File: config.mk
export PLATFORM = sky130hd
export DESIGN_NAME = ewma_rate_selector_unit_flat
export DESIGN_NICKNAME = d
export VERILOG_FILES = /design/src/ers_pkg.sv /design/src/ers_in_if.sv /design/src/ers_out_if.sv /design/src/ers_cfg_if.sv /design/src/ers_ram.sv /design/src/ewma_rate_selector_unit.sv /design/src/flat_wrapper.sv
export SDC_FILE = /design/constraint.sdc
export NUM_CORES = 2
export LEC_CHECK = 0
export BUFFER_PORTS_ARGS = -buffer_cell sky130_fd_sc_hd__buf_2
export CORE_MARGIN = 3
export CORE_UTILIZATION = 56
export DETAILED_ROUTE_END_ITERATION = 10
export PLACE_DENSITY = 0.72
export SETUP_SLACK_MARGIN = 0.4
export SLEW_MARGIN = 20
export SYNTH_ARGS = -nofsm -noshare
export SYNTH_HDL_FRONTEND = slang
export SYNTH_SLANG_ARGS = --single-unit
File: constraint.sdc
create_clock -name clk -period 7.4 [get_ports clk]
set_clock_uncertainty 0.1 [all_clocks]
set_input_delay 0.37 -clock clk [delete_from_list [all_inputs] [get_ports clk]]
set_output_delay 0.37 -clock clk [all_outputs]
set_load 0.03 [all_outputs]
File: src/ers_pkg.sv
// ----------------------------------------------------------------------------
// ers_pkg - shared types and constants of the EWMA rate selector
// Field widths, request and status codes, register indexes, fixed-point
// constants and the controller state type.
// ----------------------------------------------------------------------------
package ers_pkg;

  // Field widths
  localparam int MODE_W    = 2;
  localparam int ACTION_W  = 5;
  localparam int PHY_W     = 16;
  localparam int STATUS_W  = 2;
  localparam int PROB_W    = 17;
  localparam int TPUT_W    = 32;
  localparam int PHASE_W   = 16;
  localparam int LFSR_W    = 16;
  localparam int NUM_W     = 5;
  localparam int ALPHA_W   = 17;
  localparam int CFG_IDX_W = 2;
  localparam int CFG_DAT_W = 17;

  // Request modes
  localparam logic [MODE_W-1:0] MODE_SELECT = 2'd0;
  localparam logic [MODE_W-1:0] MODE_REPORT = 2'd1;
  localparam logic [MODE_W-1:0] MODE_LOAD   = 2'd2;

  // Result status codes
  localparam logic [STATUS_W-1:0] STATUS_SELECTED = 2'd0;
  localparam logic [STATUS_W-1:0] STATUS_ACCEPTED = 2'd1;
  localparam logic [STATUS_W-1:0] STATUS_REJECTED = 2'd2;

  // Configuration register indexes
  localparam logic [CFG_IDX_W-1:0] CFG_NUM_ACTIONS    = 2'd0;
  localparam logic [CFG_IDX_W-1:0] CFG_PROBE_INTERVAL = 2'd1;
  localparam logic [CFG_IDX_W-1:0] CFG_EWMA_ALPHA     = 2'd2;
  localparam logic [CFG_IDX_W-1:0] CFG_RANDOM_SEED    = 2'd3;

  // Register reset values
  localparam logic [NUM_W-1:0]   NUM_ACTIONS_RST    = 5'd8;
  localparam logic [PHASE_W-1:0] PROBE_INTERVAL_RST = 16'd10;
  localparam logic [ALPHA_W-1:0] EWMA_ALPHA_RST     = 17'd16384;
  localparam logic [LFSR_W-1:0]  RANDOM_SEED_RST    = 16'd1;

  // Fixed point, Q1.16
  localparam logic [PROB_W-1:0] Q_ONE  = 17'd65536;
  localparam logic [PROB_W-1:0] Q_HALF = 17'd32768;

  // Galois LFSR taps
  localparam logic [LFSR_W-1:0] LFSR_TAPS = 16'hB400;

  typedef enum logic [2:0] {
    ST_IDLE,
    ST_SCAN,
    ST_UPD_MUL,
    ST_UPD_WR,
    ST_EMIT
  } state_t;

endpackage

File: src/ers_in_if.sv
// ----------------------------------------------------------------------------
// ers_in_if - request channel of the EWMA rate selector
// Valid/ready handshake carrying one request item.
// ----------------------------------------------------------------------------
interface ers_in_if;
  import ers_pkg::*;

  logic                valid;
  logic                ready;
  logic [MODE_W-1:0]   mode;
  logic [ACTION_W-1:0] action;
  logic                success;
  logic [PHY_W-1:0]    phy_rate;

  modport source (output valid, mode, action, success, phy_rate, input ready);
  modport sink   (input valid, mode, action, success, phy_rate, output ready);
endinterface

File: src/ers_out_if.sv
// ----------------------------------------------------------------------------
// ers_out_if - result channel of the EWMA rate selector
// Valid/ready handshake carrying one result item.
// ----------------------------------------------------------------------------
interface ers_out_if;
  import ers_pkg::*;

  logic                valid;
  logic                ready;
  logic [STATUS_W-1:0] status;
  logic [ACTION_W-1:0] chosen_action;
  logic                probed;
  logic [TPUT_W-1:0]   best_throughput;

  modport source (output valid, status, chosen_action, probed, best_throughput,
                  input ready);
  modport sink   (input valid, status, chosen_action, probed, best_throughput,
                  output ready);
endinterface

File: src/ers_cfg_if.sv
// ----------------------------------------------------------------------------
// ers_cfg_if - configuration write channel of the EWMA rate selector
// Valid/ready handshake carrying a register index and write data.
// ----------------------------------------------------------------------------
interface ers_cfg_if;
  import ers_pkg::*;

  logic                 valid;
  logic                 ready;
  logic [CFG_IDX_W-1:0] index;
  logic [CFG_DAT_W-1:0] data;

  modport source (output valid, index, data, input ready);
  modport sink   (input valid, index, data, output ready);
endinterface

File: src/ers_ram.sv
// ----------------------------------------------------------------------------
// ers_ram - generic single-port-write, single-port-read synchronous RAM
// One write and one registered read per cycle.
// ----------------------------------------------------------------------------
module ers_ram #(
  parameter int WIDTH = 16,
  parameter int DEPTH = 16
) (
  input  logic                                  clk,
  input  logic                                  we,
  input  logic [(DEPTH > 1 ? $clog2(DEPTH) : 1)-1:0] waddr,
  input  logic [WIDTH-1:0]                      wdata,
  input  logic                                  re,
  input  logic [(DEPTH > 1 ? $clog2(DEPTH) : 1)-1:0] raddr,
  output logic [WIDTH-1:0]                      rdata
);

  logic [WIDTH-1:0] mem [DEPTH];

  always_ff @(posedge clk) begin
    if (we) begin
      mem[waddr] <= wdata;
    end
    if (re) begin
      rdata <= mem[raddr];
    end
  end

endmodule

File: src/ewma_rate_selector_unit.sv
// ----------------------------------------------------------------------------
// ewma_rate_selector_unit - Minstrel-style transmit rate selector
// Keeps a success probability and a PHY rate per rate index in two small
// RAMs; answers select, outcome report and table load requests.
// ----------------------------------------------------------------------------
//
//  channel  | dir | handshake     | payload
//  ---------+-----+---------------+------------------------------------------
//  in_req   | in  | valid / ready | mode, action, success, phy_rate
//  out_res  | out | valid / ready | status, chosen_action, probed,
//           |     |               | best_throughput
//  cfg_req  | in  | valid / ready | index, data (always ready)
//
//  Steps per request: a select scans the N rates in use, N being the rate
//  count in use, reading one RAM entry per cycle, followed by a multiply and
//  a compare stage; an outcome report reads, multiplies, accumulates and
//  writes back; load, probe and reject go straight to the emit state.
//  One request is in flight at a time, so RAM accesses never overlap.
//  Reset clears the probability valid bits at once; no clearing pass.
//  A finished result waits in the output register while the next request
//  is accepted; a second result holds in the emit state until that frees.
//
module ewma_rate_selector_unit #(
  parameter int MAX_ACTIONS = 16
) (
  input  logic   clk,
  input  logic   rst_n,
  ers_in_if.sink   in_req,
  ers_out_if.source out_res,
  ers_cfg_if.sink  cfg_req
);
  import ers_pkg::*;

  localparam int IW = (MAX_ACTIONS > 1) ? $clog2(MAX_ACTIONS) : 1;
  localparam int CW = $clog2(MAX_ACTIONS + 1);
  localparam int PW = LFSR_W + CW;

  // Configuration registers
  logic [NUM_W-1:0]   num_actions_r;
  logic [PHASE_W-1:0] probe_interval_r;
  logic [ALPHA_W-1:0] ewma_alpha_r;

  // Control state
  state_t             state_r, state_nxt;
  logic [PHASE_W-1:0] phase_r;
  logic [LFSR_W-1:0]  lfsr_r;
  logic [MAX_ACTIONS-1:0] prob_vld_r;
  logic [CW-1:0]      issue_r;
  logic               a_v_r, p_v_r;
  logic               out_valid_r;

  // Payload registers
  logic [IW-1:0]       a_idx_r, p_idx_r, k_r;
  logic [TPUT_W-1:0]   prod_r, best_r, best_nxt;
  logic [ACTION_W-1:0] pick_r, pick_nxt;
  logic                succ_r;
  logic [2*PROB_W-1:0] mul_r;
  logic [STATUS_W-1:0] res_status_r;
  logic [ACTION_W-1:0] res_action_r;
  logic                res_probed_r;
  logic [TPUT_W-1:0]   res_tput_r;
  logic [STATUS_W-1:0] out_status_r;
  logic [ACTION_W-1:0] out_action_r;
  logic                out_probed_r;
  logic [TPUT_W-1:0]   out_tput_r;

  // Combinational
  logic [CW-1:0]       n_eff;
  logic [IW-1:0]       last_idx, k_in, rd_addr;
  logic                in_ready, in_acc, out_free, out_load;
  logic                is_sel, is_report, is_load, idx_ok, probe_now;
  logic                scan_rd, rd_en, scan_last;
  logic                rate_we, prob_we;
  logic [PHASE_W-1:0]  interval;
  logic [PHASE_W:0]    phase_inc;
  logic [LFSR_W-1:0]   lfsr_step;
  logic [PW-1:0]       probe_mul;
  logic [ACTION_W-1:0] probe_action;
  logic [PHY_W-1:0]    rate_rd;
  logic [PROB_W-1:0]   prob_rd, prob_scan, prob_upd, prob_wdata;
  logic [ALPHA_W-1:0]  alpha_sat;
  logic [PROB_W-1:0]   one_minus;
  logic [2*PROB_W-1:0] ewma_acc;
  logic [PHY_W+PROB_W-1:0] scan_prod;

  // ---------------------------------------------------------------------------
  // Configuration: always ready; a seed write reloads the LFSR (see below)
  // ---------------------------------------------------------------------------
  assign cfg_req.ready = 1'b1;

  always_ff @(posedge clk) begin
    if (!rst_n) begin
      num_actions_r    <= NUM_ACTIONS_RST;
      probe_interval_r <= PROBE_INTERVAL_RST;
      ewma_alpha_r     <= EWMA_ALPHA_RST;
    end else if (cfg_req.valid) begin
      unique case (cfg_req.index)
        CFG_NUM_ACTIONS:    num_actions_r    <= cfg_req.data[NUM_W-1:0];
        CFG_PROBE_INTERVAL: probe_interval_r <= cfg_req.data[PHASE_W-1:0];
        CFG_EWMA_ALPHA:     ewma_alpha_r     <= cfg_req.data[ALPHA_W-1:0];
        default: ;
      endcase
    end
  end

  // Clamp the rate count to 1..MAX_ACTIONS
  always_comb begin
    if (num_actions_r == '0) begin
      n_eff = CW'(1);
    end else if (32'(num_actions_r) > MAX_ACTIONS) begin
      n_eff = CW'(MAX_ACTIONS);
    end else begin
      n_eff = CW'(num_actions_r);
    end
  end
  assign last_idx = IW'(n_eff - CW'(1));

  // ---------------------------------------------------------------------------
  // Request decode
  // ---------------------------------------------------------------------------
  assign in_ready  = (state_r == ST_IDLE);
  assign in_acc    = in_req.valid && in_ready;
  assign is_sel    = (in_req.mode == MODE_SELECT);
  assign is_report = (in_req.mode == MODE_REPORT);
  assign is_load   = (in_req.mode == MODE_LOAD);
  assign idx_ok    = (in_req.action != '0) && (32'(in_req.action) <= 32'(n_eff));
  assign k_in      = IW'(in_req.action - ACTION_W'(1));

  // Probe decision: a zero interval acts as one
  assign interval  = (probe_interval_r == '0) ? PHASE_W'(1) : probe_interval_r;
  assign phase_inc = {1'b0, phase_r} + (PHASE_W+1)'(1);
  assign probe_now = (phase_inc >= {1'b0, interval});

  // Galois step and scaled pick of a random rate
  assign lfsr_step    = {1'b0, lfsr_r[LFSR_W-1:1]} ^ (lfsr_r[0] ? LFSR_TAPS : '0);
  assign probe_mul    = PW'(lfsr_step) * PW'(n_eff);
  assign probe_action = ACTION_W'(probe_mul >> LFSR_W) + ACTION_W'(1);

  // ---------------------------------------------------------------------------
  // Controller
  // ---------------------------------------------------------------------------
  assign out_free  = !out_valid_r || out_res.ready;
  assign scan_last = p_v_r && (p_idx_r == last_idx);

  always_comb begin
    state_nxt = state_r;
    unique case (state_r)
      ST_IDLE: begin
        if (in_acc) begin
          if (is_sel && !probe_now) begin
            state_nxt = ST_SCAN;
          end else if (is_report && idx_ok) begin
            state_nxt = ST_UPD_MUL;
          end else begin
            state_nxt = ST_EMIT;
          end
        end
      end
      ST_SCAN: begin
        if (scan_last) begin
          state_nxt = ST_EMIT;
        end
      end
      ST_UPD_MUL: state_nxt = ST_UPD_WR;
      ST_UPD_WR:  state_nxt = ST_EMIT;
      ST_EMIT: begin
        if (out_free) begin
          state_nxt = ST_IDLE;
        end
      end
    endcase
  end

  always_comb begin
    scan_rd = (in_acc && is_sel && !probe_now) ||
              ((state_r == ST_SCAN) && (issue_r < n_eff));
    rd_en   = scan_rd || (in_acc && is_report && idx_ok);
    if (state_r == ST_SCAN) begin
      rd_addr = issue_r[IW-1:0];
    end else if (is_sel) begin
      rd_addr = '0;
    end else begin
      rd_addr = k_in;
    end
    rate_we  = in_acc && is_load && idx_ok;
    prob_we  = (state_r == ST_UPD_WR);
    out_load = (state_r == ST_EMIT) && out_free;
  end

  // ---------------------------------------------------------------------------
  // State memories
  // ---------------------------------------------------------------------------
  ers_ram #(.WIDTH(PHY_W), .DEPTH(MAX_ACTIONS)) u_rate_ram (
    .clk   (clk),
    .we    (rate_we),
    .waddr (k_in),
    .wdata (in_req.phy_rate),
    .re    (rd_en),
    .raddr (rd_addr),
    .rdata (rate_rd)
  );

  ers_ram #(.WIDTH(PROB_W), .DEPTH(MAX_ACTIONS)) u_prob_ram (
    .clk   (clk),
    .we    (prob_we),
    .waddr (k_r),
    .wdata (prob_wdata),
    .re    (rd_en),
    .raddr (rd_addr),
    .rdata (prob_rd)
  );

  // An entry never reported on reads as one half
  assign prob_scan = prob_vld_r[a_idx_r] ? prob_rd : Q_HALF;
  assign prob_upd  = prob_vld_r[k_r] ? prob_rd : Q_HALF;

  // ---------------------------------------------------------------------------
  // Scan: read, multiply, compare; keep the first largest
  // ---------------------------------------------------------------------------
  assign scan_prod = (PHY_W+PROB_W)'(rate_rd) * (PHY_W+PROB_W)'(prob_scan);

  always_comb begin
    best_nxt = best_r;
    pick_nxt = pick_r;
    if (p_v_r && ((p_idx_r == '0) || (prod_r > best_r))) begin
      best_nxt = prod_r;
      pick_nxt = ACTION_W'(p_idx_r) + ACTION_W'(1);
    end
  end

  // ---------------------------------------------------------------------------
  // EWMA: p' = ((1 - a) * p + a * s + 1/2) >> 16, alpha saturates at one
  // ---------------------------------------------------------------------------
  assign alpha_sat  = (ewma_alpha_r > Q_ONE) ? Q_ONE : ewma_alpha_r;
  assign one_minus  = Q_ONE - alpha_sat;
  assign ewma_acc   = mul_r + (succ_r ? ((2*PROB_W)'(alpha_sat) << 16) : '0)
                      + (2*PROB_W)'(Q_HALF);
  assign prob_wdata = ewma_acc[PROB_W+15:16];

  // ---------------------------------------------------------------------------
  // Control registers
  // ---------------------------------------------------------------------------
  always_ff @(posedge clk) begin
    if (!rst_n) begin
      state_r     <= ST_IDLE;
      phase_r     <= '0;
      lfsr_r      <= RANDOM_SEED_RST;
      prob_vld_r  <= '0;
      issue_r     <= '0;
      a_v_r       <= 1'b0;
      p_v_r       <= 1'b0;
      out_valid_r <= 1'b0;
    end else begin
      state_r <= state_nxt;
      a_v_r   <= scan_rd;
      p_v_r   <= a_v_r;

      // Seed write reloads the LFSR; a zero seed loads one
      if (cfg_req.valid && (cfg_req.index == CFG_RANDOM_SEED)) begin
        lfsr_r <= (cfg_req.data[LFSR_W-1:0] == '0) ? LFSR_W'(1)
                                                   : cfg_req.data[LFSR_W-1:0];
      end else if (in_acc && is_sel && probe_now) begin
        lfsr_r <= lfsr_step;
      end

      if (in_acc && is_sel) begin
        phase_r <= probe_now ? '0 : phase_inc[PHASE_W-1:0];
      end

      // Advance the scan read pointer
      if (in_acc) begin
        issue_r <= CW'(1);
      end else if (scan_rd) begin
        issue_r <= issue_r + CW'(1);
      end

      if (prob_we) begin
        prob_vld_r[k_r] <= 1'b1;
      end

      if (out_load) begin
        out_valid_r <= 1'b1;
      end else if (out_res.ready) begin
        out_valid_r <= 1'b0;
      end
    end
  end

  // ---------------------------------------------------------------------------
  // Payload registers
  // ---------------------------------------------------------------------------
  always_ff @(posedge clk) begin
    a_idx_r <= rd_addr;
    p_idx_r <= a_idx_r;
    prod_r  <= scan_prod[TPUT_W-1:0];
    best_r  <= best_nxt;
    pick_r  <= pick_nxt;
    mul_r   <= (2*PROB_W)'(one_minus) * (2*PROB_W)'(prob_upd);

    if (in_acc) begin
      k_r          <= k_in;
      succ_r       <= in_req.success;
      res_status_r <= STATUS_REJECTED;
      res_action_r <= '0;
      res_probed_r <= 1'b0;
      res_tput_r   <= '0;
      unique case (in_req.mode)
        MODE_SELECT: begin
          res_status_r <= STATUS_SELECTED;
          if (probe_now) begin
            res_action_r <= probe_action;
            res_probed_r <= 1'b1;
          end
        end
        MODE_REPORT, MODE_LOAD: begin
          if (idx_ok) begin
            res_status_r <= STATUS_ACCEPTED;
          end
        end
        default: ;
      endcase
    end else if ((state_r == ST_SCAN) && scan_last) begin
      res_action_r <= pick_nxt;
      res_tput_r   <= best_nxt;
    end

    if (out_load) begin
      out_status_r <= res_status_r;
      out_action_r <= res_action_r;
      out_probed_r <= res_probed_r;
      out_tput_r   <= res_tput_r;
    end
  end

  assign in_req.ready            = in_ready;
  assign out_res.valid           = out_valid_r;
  assign out_res.status          = out_status_r;
  assign out_res.chosen_action   = out_action_r;
  assign out_res.probed          = out_probed_r;
  assign out_res.best_throughput = out_tput_r;

`ifndef SYNTHESIS
  a_prob_le_one: assert property (@(posedge clk) disable iff (!rst_n)
    prob_we |-> (prob_wdata <= Q_ONE))
    else $error("probability write above one");

  a_scan_idx_range: assert property (@(posedge clk) disable iff (!rst_n)
    p_v_r |-> (CW'(p_idx_r) < n_eff))
    else $error("scan compare index beyond rate count");

  a_pipe_drained: assert property (@(posedge clk) disable iff (!rst_n)
    (state_r == ST_IDLE) |-> (!a_v_r && !p_v_r))
    else $error("scan pipeline not empty when idle");

  a_probe_action: assert property (@(posedge clk) disable iff (!rst_n)
    (out_load && res_probed_r) |->
      ((res_action_r != '0) && (32'(res_action_r) <= 32'(n_eff))))
    else $error("probe rate outside rate count");

  a_lfsr_nonzero: assert property (@(posedge clk) disable iff (!rst_n)
    lfsr_r != '0)
    else $error("LFSR locked at zero");
`endif

endmodule

File: src/flat_wrapper.sv
// flat-port wrapper written by rule: the top's interface ports become plain ports
module ewma_rate_selector_unit_flat import ers_pkg::*;
#(
  parameter int MAX_ACTIONS = 16
)
  (clk, rst_n, in_req_valid, in_req_mode, in_req_action, in_req_success, in_req_phy_rate, in_req_ready, out_res_valid, out_res_status, out_res_chosen_action, out_res_probed, out_res_best_throughput, out_res_ready, cfg_req_valid, cfg_req_index, cfg_req_data, cfg_req_ready);
  ers_in_if in_req_i ();
  ers_out_if out_res_i ();
  ers_cfg_if cfg_req_i ();
  input  logic clk;
  input  logic rst_n;
  input wire logic [$bits(in_req_i.valid)-1:0] in_req_valid;
  input wire logic [$bits(in_req_i.mode)-1:0] in_req_mode;
  input wire logic [$bits(in_req_i.action)-1:0] in_req_action;
  input wire logic [$bits(in_req_i.success)-1:0] in_req_success;
  input wire logic [$bits(in_req_i.phy_rate)-1:0] in_req_phy_rate;
  output wire logic [$bits(in_req_i.ready)-1:0] in_req_ready;
  output wire logic [$bits(out_res_i.valid)-1:0] out_res_valid;
  output wire logic [$bits(out_res_i.status)-1:0] out_res_status;
  output wire logic [$bits(out_res_i.chosen_action)-1:0] out_res_chosen_action;
  output wire logic [$bits(out_res_i.probed)-1:0] out_res_probed;
  output wire logic [$bits(out_res_i.best_throughput)-1:0] out_res_best_throughput;
  input wire logic [$bits(out_res_i.ready)-1:0] out_res_ready;
  input wire logic [$bits(cfg_req_i.valid)-1:0] cfg_req_valid;
  input wire logic [$bits(cfg_req_i.index)-1:0] cfg_req_index;
  input wire logic [$bits(cfg_req_i.data)-1:0] cfg_req_data;
  output wire logic [$bits(cfg_req_i.ready)-1:0] cfg_req_ready;
  assign in_req_i.valid = in_req_valid;
  assign in_req_i.mode = in_req_mode;
  assign in_req_i.action = in_req_action;
  assign in_req_i.success = in_req_success;
  assign in_req_i.phy_rate = in_req_phy_rate;
  assign in_req_ready = in_req_i.ready;
  assign out_res_valid = out_res_i.valid;
  assign out_res_status = out_res_i.status;
  assign out_res_chosen_action = out_res_i.chosen_action;
  assign out_res_probed = out_res_i.probed;
  assign out_res_best_throughput = out_res_i.best_throughput;
  assign out_res_i.ready = out_res_ready;
  assign cfg_req_i.valid = cfg_req_valid;
  assign cfg_req_i.index = cfg_req_index;
  assign cfg_req_i.data = cfg_req_data;
  assign cfg_req_ready = cfg_req_i.ready;
  ewma_rate_selector_unit #(.MAX_ACTIONS(MAX_ACTIONS)) u_core (.clk(clk), .rst_n(rst_n), .in_req(in_req_i), .out_res(out_res_i), .cfg_req(cfg_req_i));
endmodule
After elaboration in Yosys (flattened, before gate mapping)
Memory sizes are Yosys's and may differ from the RTL's. A register that Yosys moved wholly into a read port is not among the register bits.
Cells that the tools add are included.
{"block": "word_totals", "regBits": 292, "ramBits": 528, "in_bits": 48, "out_inout_bits": 43, "elab_cells": 152, "n_memories": 2}
{"block": "classes", "addsub": 9, "n_mul": 3, "order_cmp": 9, "n_eq_ne": 13, "mux": 43, "n_bitwise": 3, "reduce_logical": 42}
{"name": "u_core.u_prob_ram.mem", "depth": 16, "width": 17, "rd": 1, "rd_ports_with_merged_regs": 1, "write_ports": 1, "line_no": "ers_ram.sv:18", "rtl": "logic [WIDTH-1:0] mem [DEPTH];"}
{"name": "u_core.u_rate_ram.mem", "depth": 16, "width": 16, "rd": 1, "rd_ports_with_merged_regs": 1, "write_ports": 1, "line_no": "ers_ram.sv:18"}
{"operator": "$mux W16", "n": 6}
{"operator": "$mux W17", "n": 3}
{"operator": "$mux W5", "n": 7}
{"operator": "$add A33 B16 Y33 const B", "n": 1}
{"operator": "$add A33 B33 Y33", "n": 1}
{"operator": "$mul A17 B17 Y33", "n": 1}
{"operator": "$mux W33", "n": 1}
{"operator": "$gt A32 B32 Y1", "n": 1}
{"operator": "$logic_not A16 Y1", "n": 2}
{"operator": "$mul A16 B17 Y32", "n": 1}
{"operator": "$mux W32", "n": 1}
{"operator": "$mul A16 B5 Y21", "n": 1}
{"operator": "$logic_and A1 B1 Y1", "n": 18}
{"operator": "$add A16 B1 Y17 const B", "n": 1}
{"operator": "$ge A17 B16 Y1", "n": 1}
{"operator": "$gt A17 B17 Y1 const B", "n": 1}
{"operator": "$sub A17 B17 Y17 const A", "n": 1}
{"operator": "$or A16 B16 Y16", "n": 1}
{"operator": "$xor A15 B16 Y16", "n": 1}
{"operator": "$mux W3", "n": 5}
{"operator": "$pmux W3 S5", "n": 1}
{"operator": "$mux W1", "n": 12}
{"operator": "$add A5 B1 Y5 const B", "n": 2}
{"operator": "$lt A4 B5 Y1 const B", "n": 2}
{"operator": "other kinds (31)", "n": 50}

Logic depth before layout (Yosys ltp)
{"block": "depth", "word_depth": 10, "mapped_depth": 33, "depth_no_buf": 31}

Hierarchy
Synthesis repeated with hierarchy kept, for this count alone.
{"block": "unflattened", "hier_cells": 4571, "hier_area_um2": 53702.8}
{"mod": "ewma_rate_selector_unit", "instances": 1, "cells_per_inst": 3681, "area_per_inst_um2": 32691.4, "seq_area_each_um2": 6075.8}
{"mod": "ers_ram (u_core.u_prob_ram)", "instances": 1, "cells_per_inst": 458, "area_per_inst_um2": 10807.9, "seq_area_each_um2": 8678.3}
{"mod": "ers_ram (u_core.u_rate_ram)", "instances": 1, "cells_per_inst": 432, "area_per_inst_um2": 10203.5, "seq_area_each_um2": 8167.8}

Worst setup path after synthesis
No wires, ideal clock.
{"block": "synth_path", "kind": "register to register", "from": "register u_core.ewma_alpha_r[16]", "to": "register u_core.mul_r[31]", "setup_time_ns": 0.123, "arrival_time_ns": 7.479, "required_time_ns": 7.177, "path_slack_ns": -0.302, "stages_incl_launch_ff": 31, "path_buffers": 3, "synth_period_minus_slack_ns": 7.702, "path_cell_list": "dfxtp_1 -> clkbuf_1 -> inv_1 -> clkbuf_1 -> nand2_1 -> ha_1 -> clkbuf_1 -> inv_1 -> mux2_2 -> a22o_1 -> nor2_1 -> fa_1 -> inv_1 -> fa_1 -> fa_1 -> fa_1 -> inv_1 -> fa_1 -> inv_1 -> fa_1 -> inv_1 -> ha_1 -> a211oi_1 -> o21ai_0 -> a2111oi_2 -> o21a_2 -> o32ai_2 -> a41o_1 -> o211ai_1 -> a21oi_1 -> xor2_1"}
{"block": "synth_between", "elab_chain_len": 4}
{"element": "start, declared", "line_no": "ewma_rate_selector_unit.sv:41", "rtl": "logic [ALPHA_W-1:0] ewma_alpha_r;"}
{"element": "start signal, assigned", "line_no": "ewma_rate_selector_unit.sv:100", "rtl": "CFG_EWMA_ALPHA: ewma_alpha_r <= cfg_req.data[ALPHA_W-1:0];"}
{"element": "$gt A17 B17 Y1", "line_no": "ewma_rate_selector_unit.sv:234", "rtl": "assign alpha_sat = (ewma_alpha_r > Q_ONE) ? Q_ONE : ewma_alpha_r;"}
{"element": "$mux W17 (*)", "line_no": "ewma_rate_selector_unit.sv:234"}
{"element": "$sub A17 B17 Y17 (*)", "line_no": "ewma_rate_selector_unit.sv:235", "rtl": "assign one_minus = Q_ONE - alpha_sat;"}
{"element": "$mul A17 B17 Y33 (*)", "line_no": "ewma_rate_selector_unit.sv:298", "rtl": "mul_r <= (2*PROB_W)'(one_minus) * (2*PROB_W)'(prob_upd);"}
{"element": "end signal, assigned", "line_no": "ewma_rate_selector_unit.sv:298"}
{"element": "end, declared", "line_no": "ewma_rate_selector_unit.sv:57", "rtl": "logic [2*PROB_W-1:0] mul_r;"}
Mark *: on every way between the ends. The rest lies on a longest branch, timed or not.
A chain may end at the register's enable or synchronous reset.

Worst setup path after layout
{"block": "layout_path", "from": "register u_core.ewma_alpha_r[2]", "to": "register u_core.mul_r[31]"}
The elaborated chain is that of the path after synthesis.

==> results.yml <==
outcome:
  outcome: "finished, violations left"
  violations: "setup timing"
power_and_ir_drop:
  p_switching_uw: 3383
  internal_power_uw: 8510
  comb_power_share_pct: 17.0
  p_sw_share_pct: 28.45
  power_frac_clock_pct: 36.5
  finalPower_uw: 11890
  ir_drop_mv: 0.2359
  p_leak_uw: 0.02655
  p_seq_share_pct: 46.5
  power_density_mw_per_mm2: 193.4
timing:
  fin_ws_ns: -0.1286
  setup_viol: 5
  worst_pin_slew_ns: 1.077
  max-slew-margin-rel_pct: 28.03
  rsz0062_at_grt: "yes"
  finalHoldViolations: 0
  setup_tns_ns: -0.2692
  fin_crit_sh_pct: 101.7
  holdWs_ns: 0.04576
  timing.fmax_mhz: 132.8
  slew_viol_final: 0
  fin_crit_ns: 7.529
placement:
  port_buffers: 89
  placed_area_mm2: 0.05726
  place_ws_ns: -0.1834
  dp_hpwl_um: 95280
  routabilityCongestion: 0.9715
global_routing:
  antenna_found_initial: 8
  grt_pass1_wl_um: 217500
  track_usage_pct: 28.08
  grt_max_degree: 134
  overflow: 0
  grt_pass1_vias: 38770
logic_synthesis:
  synthesis.instances: 5260
  yosys.cell_types.count: 93
  ys_seq_elements: 838
  yosysSeqAreaShare_pct: 42.31
  yosys.area.top_type: "edfxtp_1"
  synthesis.nets: 6096
  synthFlopType: "edfxtp_1"
  synth_area_mm2: 0.05418
  yosysWarnings: 0
  synth_top_area_share_pct: 34.03
  avgSynthCellArea_um2: 10.30
  async_reset_ff_share_pct: 0
  ys_top_cells_by_area: "edfxtp_1 34%, fa_1 17%, dfxtp_1 8.3%, nand2_1 7.4%, ha_1 7.3%"
  synth_edf_count: 614
detailed_routing:
  drt_wl_total_um: 139500
  drtIter0Drc: 3623
  drt_pass1_iterations: 5
  viasPerCell: 5.753
  drc_errors: 0
  ant_nets: 0
  vias: 39080
  drt-wirelength-per-cell_um: 20.54
job:
  maxCapViolCount: 0
layout:
  final_common_cell: "nand2_1"
  final_cell_mix: "1047 x nand2_1, 635 x inv_1, 614 x edfxtp_1"
  stdcell_area_mm2: 0.06149
  syn2layout_area_growth_pct: 13.50
  drive_above_1_share_pct: 13.17
  fillCellCount: 7407
  nNetsFinal: 6294
setup_path:
  r2r_slack_ns: -0.13
  startpoint_type: "register"
  cp-startpoint: "u_core.ewma_alpha_r[2]"
  critPathMaxFanout: 6
  rr_startpoint: "u_core.ewma_alpha_r[2]"
  timing.rr.end: "u_core.mul_r[31]"
  critPathCaptureType: "register"
  worstRegToRegCells: 30
  endpoint: "u_core.mul_r[31]"
  crit_top_cell: "fa_1"
  cp_data_required_time_ns: 7.88
  crit_type: "reg -> reg"
  cp.arrival_ns: 8.00
  crit_slowest_cell: "or4_4"
  critical_path.max_stage_delay_ns: 0.55
worst_hold_path:
  hold_class: "in -> reg"
  whs_path_depth: 3
die:
  die-width_um: 317.0
  die_h_um: 317.0
  io_pins: 91
  dieArea_mm2: 0.1005
  core-area_mm2: 0.09544
  floorplan.initialDensity_pct: 56.77
  rows: 113
clock_network:
  cts_tree: "built"
  worstSkewPairLatency_ns: 0.68
  path_clk_slew_ns: 0.06
  root_buffer: "clkbuf_16"
  cts_sinks: 838
  cts_made_buffers: 88
  htree_levels: 3
  cts_buffer_depth: 3
==> state kept, by name, summed over array words and instances, names as in the netlist, 5 cells and up <==
| register | cells |
|---|---|
| u_core.out_res.best_throughput | 32 |
| u_core.u_rate_ram.rdata | 16 |
| u_core.best_r | 32 |
| u_core.prod_r | 32 |
| u_core.u_prob_ram.mem | 272 |
| u_core.num_actions_r | 5 |
| u_core.res_tput_r | 32 |
| u_core.out_res.chosen_action | 5 |
| u_core.lfsr_r | 16 |
| u_core.issue_r | 5 |
| u_core.res_action_r | 5 |
| u_core.probe_interval_r | 16 |
| u_core.u_prob_ram.rdata | 17 |
| u_core.prob_vld_r | 16 |
| u_core.u_rate_ram.mem | 256 |
| u_core.ewma_alpha_r | 17 |
| u_core.mul_r | 18 |
| u_core.pick_r | 5 |
| u_core.phase_r | 16 |
==> cell type report <==
class | instances | area [um2] | share of cell area (%)
Multi-Input combinational cell | 3503 | 28640 | 46.57
Sequential cell | 838 | 22930 | 37.28
Timing Repair Buffer | 371 | 3009 | 4.893
Inverter | 656 | 2474 | 4.023
Clock buffer | 117 | 2436 | 3.962
Tap cell | 1265 | 1583 | 2.574
Clock inverter | 41 | 420.4 | 0.6836
Antenna cell | 2 | 5.005 | 0.008139
==> cell usage after synthesis (all sizes together), types with 8 or more instances <==
master and number:
a21o 29, a21oi 129, a311oi 80, a31o 34, a31oi 41, and2 80, and3 208, buf 58
clkbuf 205, dfxtp 224, edfxtp 614, fa 470, ha 318, inv 654, mux2 37, mux4 10
nand2 1064, nand2b 16, nand3 293, nand3b 8, nand4 17, nor2 280, nor2b 28, nor3 40
nor3b 8, nor4 10, o211ai 16, o21a 26, o21ai 55, or3 8, xnor2 80, xor2 32
==> repair_timing <==
action	in CTS	in global routing
pin swaps	29	54
hold endpoints to repair	299	0
gates resized for setup	55	95
setup buffers	15	10
gates cloned	4	4
setup endpoints to repair	25	30
hold buffers	35	0
==> metrics by stage <==
stage | cells | utilization (%)
global route | 6791 | 64.43
floorplan | 5260 | -
global placement | 6565 | 59.98
detailed placement | 6565 | 60.00
CTS | 6777 | 63.89
finish | 6793 | 64.44
==> per-layer routing <==
metal  wire, um  track usage, %  part of all wire (%)  up-vias
li1           -               -                     -    17890
met1      55620           37.73                    40    19240
met2      67010           46.04                    48     1601
met3      11260           4.764                   8.1      334
met4       5543           10.66                   4.0       10
met5         63               0                 0.045        -
==> worst max-delay path, delay by kind of cell (launching register included) <==
family	cells	cell delay [ns]
adders and majority gates	7	3.22
AOI/OAI and AO/OA	9	2.05
and+or+nand+nor	8	1.34
DFF	1	0.31
buffers and inverters	5	0.24
xor gates and xnor gates	1	0.16
==> cell families (layout without fill, tap and decap cells) <==
kind of cell               after synthesis  in the layout  share of synthesized area [%]
and+or+nand+nor                       2076           2076                          17.16
buffers and inverters                  919           1185                          6.508
DFF                                    838            838                          42.31
adders and majority gates              789            789                          24.73
AOI/OAI and AO/OA                      472            472                          6.113
xor gates and xnor gates               113            113                          1.896
muxes                                   52             52                          1.277
other                                    1              3                       0.006922
==> power groups by stage <==
stage / sequential, uW / clock, uW / combinational, uW
2_1_floorplan: 5560 / 0 / 1250
3_3_place_gp: 5620 / 0 / 1910
3_5_place_dp: 5620 / 0 / 1950
4_1_cts: 5520 / 4400 / 1990
5_1_grt: 5550 / 4600 / 2230
6_report: 5530 / 4340 / 2020
==> how the worst min path moves through the flow <==
stage                            startpoint                         end  slack (ns)
after global placement    u_core.a_idx_r[2]           u_core.p_idx_r[2]        0.26
after detailed placement  u_core.a_idx_r[2]           u_core.p_idx_r[2]        0.26
after floorplan           u_core.a_idx_r[2]           u_core.p_idx_r[2]        0.24
after global routing        cfg_req_data[3]  u_core.probe_interval_r[3]        0.01
after CTS                   cfg_req_data[3]  u_core.probe_interval_r[3]        0.01
final                       cfg_req_data[3]  u_core.probe_interval_r[3]        0.05
Note: power is estimated with default switching activity, not from simulation.
